<file path="src/hdl/sdft_pkg.sv">
// Package for the signed floored/truncating divider.
// Width, status codes, port word types and pipeline stage records.
// No dependencies.
`default_nettype none
package sdft_pkg;

  localparam int unsigned WIDTH = 32;

  typedef logic [WIDTH-1:0] uword_t;

  localparam uword_t MSB_ONLY = {1'b1, {(WIDTH-1){1'b0}}};
  localparam uword_t ALL_ONES = {WIDTH{1'b1}};

  typedef logic [1:0] status_t;
  localparam status_t ST_OK   = 2'd0;
  localparam status_t ST_DIV0 = 2'd1;
  localparam status_t ST_OVF  = 2'd2;

  localparam logic MODE_FLOOR = 1'b0;

  typedef struct packed {
    logic                    mode;
    logic signed [WIDTH-1:0] dividend;
    logic signed [WIDTH-1:0] divisor;
  } in_word_t;

  typedef struct packed {
    logic signed [WIDTH-1:0] quotient;
    logic signed [WIDTH-1:0] remainder;
    status_t                 status;
  } out_word_t;

  // one record of the iterative part of the pipe
  typedef struct packed {
    logic   mode;
    logic   sa;
    logic   sb;
    logic   dz;
    logic   ovf;
    uword_t b;    // original divisor, needed by the floor fixup
    uword_t ub;   // divisor magnitude
    uword_t rem;  // partial remainder
    uword_t quo;  // dividend bits shifting out, quotient bits shifting in
  } div_stage_t;

  typedef struct packed {
    logic   fix;
    logic   dz;
    logic   ovf;
    uword_t b;
    uword_t q;
    uword_t r;
  } fix_stage_t;

endpackage
`default_nettype wire

</file>
<file path="src/hdl/sdft_step.sv">
// One restoring division step as a registered pipeline stage.
// Depends on sdft_pkg.
`default_nettype none
module sdft_step (
  input  wire logic                clk,
  input  wire logic                rst_n,
  input  wire logic                adv,
  input  wire logic                in_vld,
  input  wire sdft_pkg::div_stage_t in_st,
  output logic                     vld_r,
  output sdft_pkg::div_stage_t     st_r
);

  logic [sdft_pkg::WIDTH:0] sh;
  logic [sdft_pkg::WIDTH:0] diff;
  sdft_pkg::div_stage_t     st_nxt;

  always_comb begin
    sh     = {in_st.rem, in_st.quo[sdft_pkg::WIDTH-1]};
    diff   = sh - {1'b0, in_st.ub};
    st_nxt = in_st;
    if (!diff[sdft_pkg::WIDTH]) begin
      st_nxt.rem = diff[sdft_pkg::WIDTH-1:0];
      st_nxt.quo = {in_st.quo[sdft_pkg::WIDTH-2:0], 1'b1};
    end else begin
      st_nxt.rem = sh[sdft_pkg::WIDTH-1:0];
      st_nxt.quo = {in_st.quo[sdft_pkg::WIDTH-2:0], 1'b0};
    end
  end

  always_ff @(posedge clk) begin
    if (!rst_n) begin
      vld_r <= 1'b0;
    end else if (adv) begin
      vld_r <= in_vld;
    end
  end

  always_ff @(posedge clk) begin
    if (adv) begin
      st_r <= st_nxt;
    end
  end

endmodule
`default_nettype wire

</file>
<file path="config.mk">
export PLATFORM = sky130hd
export DESIGN_NAME = sdft_step
export DESIGN_NICKNAME = d
export VERILOG_FILES = /design/src/hdl/sdft_pkg.sv /design/src/hdl/sdft_step.sv
export SDC_FILE = /design/constraint.sdc
export NUM_CORES = 1
export LEC_CHECK = 0
export ABC_AREA = 0
export BUFFER_PORTS_ARGS = -buffer_cell sky130_fd_sc_hd__buf_2
export CELL_PAD_IN_SITES_DETAIL_PLACEMENT = 0
export CELL_PAD_IN_SITES_GLOBAL_PLACEMENT = 2
export CORE_MARGIN = 2
export CORE_UTILIZATION = 31
export DETAILED_ROUTE_END_ITERATION = 10
export PLACE_DENSITY = 0.82
export SLEW_MARGIN = 5
export SYNTH_ARGS = -nofsm -noshare
export SYNTH_HDL_FRONTEND = slang
export SYNTH_SLANG_ARGS = --single-unit
export TNS_END_PERCENT = 5
</file>
<file path="constraint.sdc">
create_clock -name clk -period 4.1 [get_ports clk]
set_input_delay 0.82 -clock clk [delete_from_list [all_inputs] [get_ports clk]]
set_output_delay 0.82 -clock clk [all_outputs]
set_load 0.01 [all_outputs]
</file>
* Word-level counts from Yosys, hierarchy flattened
Index checks and enable logic that the tools add are counted.
Operators by class: mux-type cells 1, add/sub/neg operators 1
Operator list (number):
- 64-bit 2-to-1 mux | 1
- 33-bit by 32-bit subtractor with 33-bit output | 1
Word-level totals: output and inout port bits 134, logic and storage cells 12, input port bits 137, register bits 134

* Logic depth before layout (Yosys ltp)
Gate-level depths: netlist of run 1.
word-level depth 2, mapped depth 12, depth with buffers taken out 11

* Worst setup path before layout of run 1
Ideal clock, no wire load.
path kind input to register, start point in in_st[31] (netlist name), end point reg st_r[36] (netlist name) (data pin), setup slack 746 ps, library setup time 260 ps, data arrival time 3094 ps, stages 12, buffers on the path 1, cell sequence inv_1 ha_1 fa_1 nand2b_1 a21oi_1 o211ai_1 a21oi_1 o31a_2 mux2i_1 nor2_2 buf_6 mux2_4
RTL lines:
- from (decl) | RTL line sdft_step.sv:9 | input wire sdft_pkg::div_stage_t in_st,
- to (signal assigned) | RTL line sdft_step.sv:41 | st_r <= st_nxt;
- to (decl) | RTL line sdft_step.sv:11 | output sdft_pkg::div_stage_t st_r

==> flow_summary_export.csv, run 1 <==
group,metric,value,unit
power_and_ir_drop,p_switching,0.00112,W
yosys,syn_nets,650,
cts,postCtsSetupBuffers,0,
yosys,yosysTopAreaCell,"edfxtp_1",
cts,tritoncts,"built",
yosys,synth-edff-count,133,
yosys,synth_most_common_cell,"edfxtp_1",
yosys,synthCells,480,
yosys,synth_common_cells,"edfxtp_1, a21oi_1, inv_1, ha_1, nand2_1",
grt,grt_overflow,0,
setup_path,start_kind,"input pin",
grt,grt_pass1_vias,4755,
final_layout,fillers,2034,
cts,htree_levels,4,
floorplan,chipHeight,149,um
cts,hold_buffers,0,
timing,hold_viol,0,
routing,drtIter0Drc,213,
yosys,synth_cell_types,50,
timing,post-route-min-period,3.34,ns
cts,cts_buffers,17,
floorplan,die_area,22200,um2
floorplan,row_count,53,
setup_path,crit_type,"input pin to flip-flop",
routing,avgRoutedWirePerCell,16.8,um
final_layout,final_nets,931,
setup_path,crit_required,4.27,ns
placed_design,place_congestion,0.757,
setup_path,worst_setup_path_end_kind,"flip-flop",
power_and_ir_drop,power_frac_clock,38.2,%
routing,first_pass_iters,5,
grt,grtUsageTotal,15.5,%
yosys,synth_top_area_share,61.2,%
setup_path,cp_slowest_cell,"fa_1",
timing,max_freq,0.299,GHz
power_and_ir_drop,peakVddDrop,0.263,mV
timing,relSlewSlack,59.6,%
final_layout,drive_above_1_share,43.9,%
setup_path,crit_path_cell_trace,"buf_2 -> inv_1 -> ha_1 -> fa_1 -> nand2b_1 -> a21oi_1 -> o211ai_1 -> a21oi_1 -> o31a_2 -> mux2i_1 -> nor2_4 -> buf_4 -> mux2_4",
final_layout,seq_area,4010,um2
setup_path,cp.arrival,3.51,ns
timing,fin_crit_sh,81.5,%
final_layout,multiInputGateArea,2300,um2
power_and_ir_drop,switching_share,28.0,%
floorplan,ios,271,
yosys,netlist_area,6520,um2
cts,clock-root-buffer,"clkbuf_16",
setup_path,path_common_cell,"a21oi_1",
timing,fin_skew,0,ns
floorplan,die_w,149,um
cts,insertion_delay,0.42,ns
cts,path_clk_slew,0.06,ns
power_and_ir_drop,p_leak,3.97,nW
floorplan,start_util,31.3,%
power_and_ir_drop,p_comb_share,19.5,%
floorplan,coreArea,20800,um2
timing,tns,0,ns
yosys,ys_seq_elements,134,
yosys,ys.flop_type,"edfxtp_1",
yosys,ys_top_cells_by_area,"edfxtp_1, ha_1, mux2_4, a21oi_1, inv_1",
routing,via_count,4830,
power_and_ir_drop,p_per_area,457,nW/um2
final_layout,diodes,0,
worst_hold_path,hp-class,"flip-flop to flip-flop",
power_and_ir_drop,internal_power,0.00290,W
routing,ant_nets,0,
timing,maxSlewViolCount,0,
grt,grt_first_pass_wirelength,26200,um
setup_path,max_stage_delay,0.41,ns
yosys,seq_area_frac_synth,61.5,%
grt,grt_max_degree,69,
worst_hold_path,hold_depth,2,
outcome,status,"finished, final reports clean",
routing,viasPerCell,4.60,
timing,tightest_slew,0.607,ns
timing,setup_viol,0,
final_layout,final_util,42.2,%
yosys,syn_avg_cell_area,13.6,um2
placed_design,dp.final_hpwl,13600,um
yosys,synthArstFlopShare,0,%
final_layout,areaGrowthSynthToFinish,34.8,%
yosys,yosys_warnings,0,
grt,antenna_found_initial,0,
setup_path,r2r_cells,2,
cts,cts_num_sinks,134,
placed_design,portBuffers,270,
setup_path,path_max_fanout,10,
cts,cts_max_path_buffers,2,
routing,wl,17700,um
job,maxCapViolCount,0,
cts,ctsResizeCount,0,
timing,rsz0062_at_grt,"no",
power_and_ir_drop,power.share.sequential,42.3,%
routing,drc,0,
## worst max-delay path, delay by kind of cell
family | cells | cell delay (ns)
adder cells (fa/ha/maj) | 2 | 0.65
AO/OA/AOI/OAI | 4 | 0.86
multiplexers | 2 | 0.59
buffers and inverters | 3 | 0.33
AND/OR/NAND/NOR | 2 | 0.27
## final timing paths
| check | startpoint | to | slack, ns |
|---|---|---|---|
| max | in_st[31] | st_r[47]$_DFFE_PP_ | 0.76 |
| min | vld_r$_SDFFE_PN0P_ | vld_r$_SDFFE_PN0P_ | 0.52 |
| max reg2reg | vld_r$_SDFFE_PN0P_ | vld_r$_SDFFE_PN0P_ | 3.52 |
| min reg2reg | vld_r$_SDFFE_PN0P_ | vld_r$_SDFFE_PN0P_ | 0.52 |
## cell type report
cell class	instances	share of cell area (%)
clock buffer	17	4.84
clock inverter	15	1.88
inverter	38	1.62
multi-input combinational	297	26.1
sequential	134	45.6
tap	275	3.91
timing repair buffer	273	16.0
## per-stage QoR
| step | cells | cell area [um2] | hold WS, ns | setup slack (ns) | total power [W] |
|---|---|---|---|---|---|
| floorplan | 480 | 6520 | 0.538 | 0.746 | 0.00220 |
| global placement | 1017 | 8200 | 0.494 | 0.349 | 0.00252 |
| detailed placement | 1017 | 8200 | 0.514 | 0.304 | 0.00252 |
| CTS | 1049 | 8790 | 0.531 | 0.738 | 0.00408 |
| global route | 1049 | 8790 | 0.550 | 0.553 | 0.00420 |
| finish | 1049 | 8790 | 0.524 | 0.760 | 0.00402 |
## flip-flops by register name, summed over array words and instances, names as in the netlist
name   flops
vld_r      1
st_r     133
## placed cells by master, fill, tap and decap left out, types with 18 or more instances in the layout
| cell type | instances |
|---|---|
| inv_1 | 38 |
| a21o_1 | 18 |
| nor2_1 | 18 |
| ha_1 | 32 |
| a21oi_1 | 38 |
| buf_2 | 269 |
| edfxtp_1 | 133 |
| nand2_1 | 27 |
| mux2_4 | 25 |
## cells by family (layout without fill, tap and decap cells)
family | Yosys count | count (layout) | synth area share (%)
AND/OR/NAND/NOR | 100 | 100 | 7.94
flip-flops | 134 | 134 | 61.5
AO/OA/AOI/OAI | 107 | 107 | 10.5
XOR/XNOR | 23 | 23 | 3.09
buffers and inverters | 49 | 343 | 3.32
adder cells (fa/ha/maj) | 33 | 33 | 6.44
multiplexers | 34 | 34 | 7.19
## power by group through the flow
stage / Clock, W / Sequential (W) / Combinational [W]
2_1_floorplan: 0 / 0.00181 / 0.000389
3_3_place_gp: 0 / 0.00173 / 0.000790
3_5_place_dp: 0 / 0.00173 / 0.000794
4_1_cts: 0.00158 / 0.00170 / 0.000797
5_1_grt: 0.00163 / 0.00171 / 0.000861
6_report: 0.00154 / 0.00170 / 0.000786
## layer usage
metal | track usage, % | up-vias | routed length, um | part of all wire, %
met3 | 3.76 | 20 | 1170 | 6.6
met4 | 6.00 | 0 | 330 | 1.9
li1 | - | 2364 | - | -
met1 | 19.4 | 2263 | 7560 | 43
met2 | 26.0 | 183 | 8610 | 49
met5 | 0 | - | 0 | 0
(Power assumes the default switching activity.)
==> run 2, diff against run 1 <==
- ABC_AREA: 0 -> 1
- CORE_UTILIZATION: 31 -> 28
- PLACE_DENSITY: 0.82 -> 0.81
- clock period: 4.1 -> 3.4 ns (I/O delays scaled with it)
==> run 2 against run 1 <==
- utilization down 4.5 points
- sequential share of layout area is 3.3 points lower
- non-clock buffer count decreased by 1
- clock skew unchanged
- clock power increased by 19%
- register-to-register slack got worse by 0.75 ns
- final cell count is 38% higher
- sequential power increased by 20%
- global-route usage is 0.18 points higher
- via count is 25% higher
- critical path depth grew 3
- largest cell class unchanged
- highest routed layer is now met5
==> flow_summary_export.csv, run 2 <==
group,metric,value,unit
yosys,yosysTopAreaCell,"edfxtp_1",
routing,avgRoutedWirePerCell,15.0,um
grt,grt_overflow,0,
timing,post-route-min-period,2.53,ns
routing,ant_nets,0,
setup_path,worst_setup_path_end_kind,"flip-flop",
routing,drc,0,
cts,tritoncts,"built",
timing,hold_viol,0,
yosys,ys_top_cells_by_area,"edfxtp_1, nand2_1, inv_1, ha_1, nand3_1",
cts,cts_num_sinks,134,
timing,tns,0,ns
timing,tightest_slew,0.680,ns
timing,setup_viol,0,
floorplan,start_util,28.5,%
setup_path,crit_required,3.58,ns
placed_design,portBuffers,270,
worst_hold_path,hp-class,"input pin to flip-flop",
setup_path,reg2reg_from,"vld_r$_SDFFE_PN0P_",
timing,layout_setup_ws,0.866,ns
yosys,synth-edff-count,133,
final_layout,areaGrowthSynthToFinish,32.2,%
timing,max_freq,0.395,GHz
yosys,yosys_warnings,0,
setup_path,crit_type,"input pin to flip-flop",
final_layout,most-common-layout-cells,"nand2_1, buf_2, inv_1",
power_and_ir_drop,p_per_area,510,nW/um2
grt,antenna_found_initial,1,
timing,rsz0062_at_grt,"no",
grt,grt_max_degree,78,
cts,path_clk_slew,0.07,ns
yosys,netlist_area,7180,um2
cts,htree_levels,4,
setup_path,startpoint,"in_st[31]",
cts,clock-root-buffer,"clkbuf_16",
cts,ctsResizeCount,0,
cts,postCtsSetupBuffers,0,
routing,first_pass_iters,5,
yosys,synthCells,817,
routing,via_count,6016,
yosys,synth_common_cells,"nand2_1, inv_1, edfxtp_1, nor2_1, ha_1",
timing,maxSlewViolCount,0,
final_layout,largest_reg_flops,133,
yosys,syn_nets,987,
routing,viasPerCell,4.16,
final_layout,largest_register,"st_r",
grt,grt_first_pass_wirelength,32000,um
timing,fin_skew,0,ns
job,maxCapViolCount,0,
setup_path,path_max_fanout,33,
floorplan,ios,271,
floorplan,chipHeight,164,um
final_layout,reg_top3,"st_r (133), vld_r (1)",
yosys,synth_most_common_cell,"nand2_1",
placed_design,place_area,8920,um2
power_and_ir_drop,p_leak,4.95,nW
yosys,synth_cell_types,27,
final_layout,layout_commonest_cell,"nand2_1",
timing,relSlewSlack,54.6,%
floorplan,coreArea,25200,um2
final_layout,final_nets,1272,
yosys,seq_area_frac_synth,55.9,%
placed_design,place_congestion,0.857,
worst_hold_path,min_from,"in_st[131]",
grt,grtUsageTotal,15.7,%
placed_design,pre_cts_slack,0.391,ns
yosys,ys.flop_type,"edfxtp_1",
timing,fin_crit_sh,74.5,%
yosys,syn_avg_cell_area,8.79,um2
placed_design,dp.final_hpwl,17000,um
yosys,ys_seq_elements,134,
outcome,status,"finished, final reports clean",
placed_design,dp_cells,1413,
setup_path,cp.arrival,2.71,ns
final_layout,final_cell_area,9490,um2
routing,drtIter0Drc,378,
power_and_ir_drop,power.total,0.00484,W
final_layout,fin_cells,1445,
yosys,synthArstFlopShare,0,%
setup_path,start_kind,"input pin",
cts,cts_max_path_buffers,2,
floorplan,die_w,164,um
final_layout,diodes,0,
yosys,synth_top_area_share,55.6,%
routing,wl,21700,um
cts,cts_buffers,17,
power_and_ir_drop,peakVddDrop,0.314,mV
final_layout,drive_above_1_share,28.6,%
cts,hold_buffers,0,
floorplan,row_count,58,
grt,grt_pass1_vias,5924,
cts,insertion_delay,0.43,ns
floorplan,die_area,26900,um2
run 2: cell count changes after synthesis, moves of 12 or more:
cell	before	now
o21ai_0	17	1
a21o_1	18	0
a21oi_1	38	25
nor2_1	18	38
nand2_1	27	333
nand3_1	10	31
inv_1	38	156
xnor2_1	13	1
mux2_4	25	0
run 2: area by class of cell:
class	instances	area [um2]
Clock buffer	18	429
Clock inverter	14	139
Fill cell	2656	15700
Inverter	158	593
Multi-Input combinational cell	519	2520
Sequential cell	134	4010
Tap cell	330	413
Timing Repair Buffer	272	1390
run 2: cells by family after synthesis:
logic type	Yosys count	share of synthesized area [%]
and+or+nand+nor	436	24.6
xor gates and xnor gates	15	1.83
adders and majority gates	33	5.85
buffers and inverters	164	9.04
DFF	134	55.9
AOI/OAI and AO/OA	35	2.79
run 2: power breakdown:
| part | internal (W) | switching, W | total [W] |
|---|---|---|---|
| clock network | 0.00103 | 0.000815 | 0.00184 |
| logic | 0.000346 | 0.000608 | 0.000955 |
| registers | 0.00201 | 0.0000389 | 0.00204 |
| total | 0.00338 | 0.00146 | 0.00484 |
run 2: path summary, 6_finish.rpt:
path / slack, ns / end / cells past startpoint
worst min register to register: 0.55 / vld_r$_SDFFE_PN0P_ / 2
worst min-delay path: 0.42 / st_r[131]$_DFFE_PP_ / 1
worst max register to register: 2.77 / vld_r$_SDFFE_PN0P_ / 2
worst max-delay path: 0.87 / st_r[43]$_DFFE_PP_ / 16
run 2: worst max-delay path: stages:
cell and delay [ns]:
buf_2 0.09, inv_1 0.04, ha_1 0.21, fa_1 0.41, inv_1 0.12, nand2_1 0.06
nand2_1 0.07, nand3_1 0.08, nand2_2 0.12, nand2_1 0.07, nand2_2 0.08, nand2_2 0.07
nand3_1 0.11, nand2_4 0.27, nand2_1 0.15, nand2_1 0.07
run 2: through the flow:
| stage | util (%) | hold WS, ns |
|---|---|---|
| 3_3_place_gp | 35.4 | 0.520 |
| 3_5_place_dp | 35.4 | 0.541 |
| 5_1_grt | 37.7 | 0.406 |
| 6_report | 37.7 | 0.422 |
| 2_1_floorplan | - | 0.555 |
| 4_1_cts | 37.7 | 0.410 |
run 2: routing by layer:
| metal | track usage [%] | up-vias | routed length [um] |
|---|---|---|---|
| met3 | 3.74 | 15 | 1530 |
| met5 | 0 | - | 20 |
| li1 | - | 3137 | - |
| met2 | 26.2 | 198 | 9960 |
| met4 | 4.11 | 2 | 215 |
| met1 | 20.4 | 2664 | 9930 |
==> run 3, diff against run 2 <==
- clock period: 3.4 -> 2.5 ns (I/O delays scaled with it)
==> run 3 against run 2 <==
- register-to-register slack got worse by 0.90 ns
- final cell count grew 4.6%
- sequential share of layout area is 2.5 points lower
- global-route usage rose by 0.35 points
- largest power group unchanged
- highest routed layer unchanged
==> flow_summary_export.csv, run 3 (synthesis results as in run 2) <==
group,metric,value,unit
placed_design,portBuffers,270,
timing,tightest_slew,0.398,ns
cts,cts_max_path_buffers,2,
final_layout,reg_top3,"st_r (133), vld_r (1)",
setup_path,cp.arrival,2.32,ns
setup_path,worst_setup_path_end_kind,"flip-flop",
grt,grt_pass1_vias,6222,
setup_path,r2r_cells,2,
cts,cts_buffers,17,
setup_path,crit_required,2.66,ns
routing,drc,0,
timing,maxSlewViolCount,0,
routing,wl,21700,um
timing,max_freq,0.465,GHz
timing,setup_viol,0,
timing,post-route-min-period,2.15,ns
final_layout,diodes,0,
cts,hold_buffers,0,
routing,first_pass_iters,5,
job,maxCapViolCount,0,
timing,whs,0.257,ns
timing,hold_viol,0,
final_layout,final_cell_area,10100,um2
floorplan,coreArea,25200,um2
cts,postCtsSetupBuffers,0,
routing,wl_met1,9940,um
setup_path,path_max_fanout,19,
final_layout,most-common-layout-cells,"nand2_1, buf_2, inv_1",
outcome,status,"finished, final reports clean",
placed_design,pre_cts_slack,-0.0882,ns
grt,grt_overflow,0,
floorplan,die_area,26900,um2
setup_path,endpoint,"st_r[45]$_DFFE_PP_",
floorplan,ios,271,
grt,grt_max_degree,47,
grt,grt_first_pass_wirelength,32800,um
timing,rsz0062_at_grt,"no",
final_layout,layout_commonest_cell,"nand2_1",
setup_path,reg2reg_from,"vld_r$_SDFFE_PN0P_",
final_layout,drive_above_1_share,32.6,%
setup_path,crit_type,"input pin to flip-flop",
power_and_ir_drop,p_leak,5.31,nW
setup_path,cp_slowest_cell,"fa_1",
routing,drtIter0Drc,333,
floorplan,row_count,58,
worst_hold_path,hp-class,"input pin to flip-flop",
timing,relSlewSlack,73.5,%
setup_path,max_stage_delay,0.41,ns
timing,fin_crit_sh,86.1,%
floorplan,start_util,28.5,%
floorplan,chipHeight,164,um
cts,htree_levels,4,
cts,path_clk_slew,0.07,ns
routing,ant_nets,0,
routing,avgRoutedWirePerCell,14.4,um
placed_design,place_congestion,0.836,
floorplan,die_w,164,um
grt,antenna_found_initial,1,
power_and_ir_drop,p_per_area,677,nW/um2
final_layout,largest_register,"st_r",
final_layout,fillers,2621,
setup_path,regToRegSetupSlack,1.87,ns
setup_path,crit_path_cell_trace,"buf_2 -> inv_1 -> ha_1 -> fa_1 -> inv_1 -> nand2_1 -> nand2_1 -> nand3_1 -> nand2_2 -> nand2_1 -> nand2_2 -> nand2_2 -> nand3_1 -> nand2_4 -> buf_12 -> nand2_1 -> nand2_1",
cts,ctsResizeCount,0,
routing,top_layer_used,"met5",
setup_path,path_common_cell,"nand2_1",
power_and_ir_drop,peakVddDrop,0.357,mV
final_layout,final_nets,1338,
grt,grtUsageTotal,16.1,%
setup_path,startpoint,"in_st[31]",
routing,wl_met2,10200,um
cts,tritoncts,"built",
placed_design,dp.final_hpwl,17600,um
cts,insertion_delay,0.41,ns
routing,viasPerCell,4.14,
cts,clock-root-buffer,"clkbuf_16",
setup_path,start_kind,"input pin",
cts,cts_num_sinks,134,
timing,fin_skew,0,ns
routing,routed-wl-met3,1400,um
routing,via_count,6256,
final_layout,areaGrowthSynthToFinish,40.3,%
setup_path,reg2reg_to,"vld_r$_SDFFE_PN0P_",
placed_design,place_area,9480,um2
final_layout,largest_reg_flops,133,
timing,layout_setup_ws,0.349,ns
timing,tns,0,ns
==> run 3: per-stage QoR <==
step	total power [W]	utilization [%]	std cells
after floorplan	0.00357	-	817
after global placement	0.00430	37.6	1479
after detailed placement	0.00432	37.6	1479
after CTS	0.00696	40.0	1511
after global routing	0.00723	40.0	1511
final	0.00682	40.0	1511
==> run 3: worst min path at each step <==
stage,end,cells past startpoint,start,slack [ns]
after floorplan,vld_r$_SDFFE_PN0P_,2,vld_r$_SDFFE_PN0P_,0.56
after global placement,vld_r$_SDFFE_PN0P_,2,vld_r$_SDFFE_PN0P_,0.53
after detailed placement,vld_r$_SDFFE_PN0P_,2,vld_r$_SDFFE_PN0P_,0.53
after CTS,st_r[4]$_DFFE_PP_,1,in_st[3],0.24
after global routing,st_r[7]$_DFFE_PP_,1,in_st[6],0.23
final,st_r[13]$_DFFE_PP_,1,in_st[12],0.26
==> run 3: layout make-up <==
class,count,area (um2),area share [%]
sequential,134,4010,39.8
multi-input combinational,519,2520,25.0
clock inverter,14,168,1.66
tap,330,413,4.10
inverter,158,593,5.89
timing repair buffer,338,1940,19.3
clock buffer,18,429,4.26
==> run 3: layer usage <==
| layer | global-route usage (%) | up-vias |
|---|---|---|
| li1 | - | 3272 |
| met1 | 21.0 | 2781 |
| met2 | 27.1 | 191 |
| met3 | 3.66 | 10 |
| met4 | 3.67 | 2 |
| met5 | 0 | - |
==> run 3: where the power goes <==
part / switching [W] / total, W / internal [W] / leakage [nW]
clock: 0.00107 / 0.00257 / 0.00150 / 0.286
combinational: 0.000857 / 0.00147 / 0.000610 / 3.71
sequential: 0.0000516 / 0.00278 / 0.00273 / 1.31
total: 0.00198 / 0.00682 / 0.00484 / 5.31
==> run 3: worst max-delay path, delay by kind of cell <==
kind	cells	cell delay (ns)
and+or+nand+nor	11	0.80
buffers and inverters	4	0.36
adders and majority gates	2	0.63
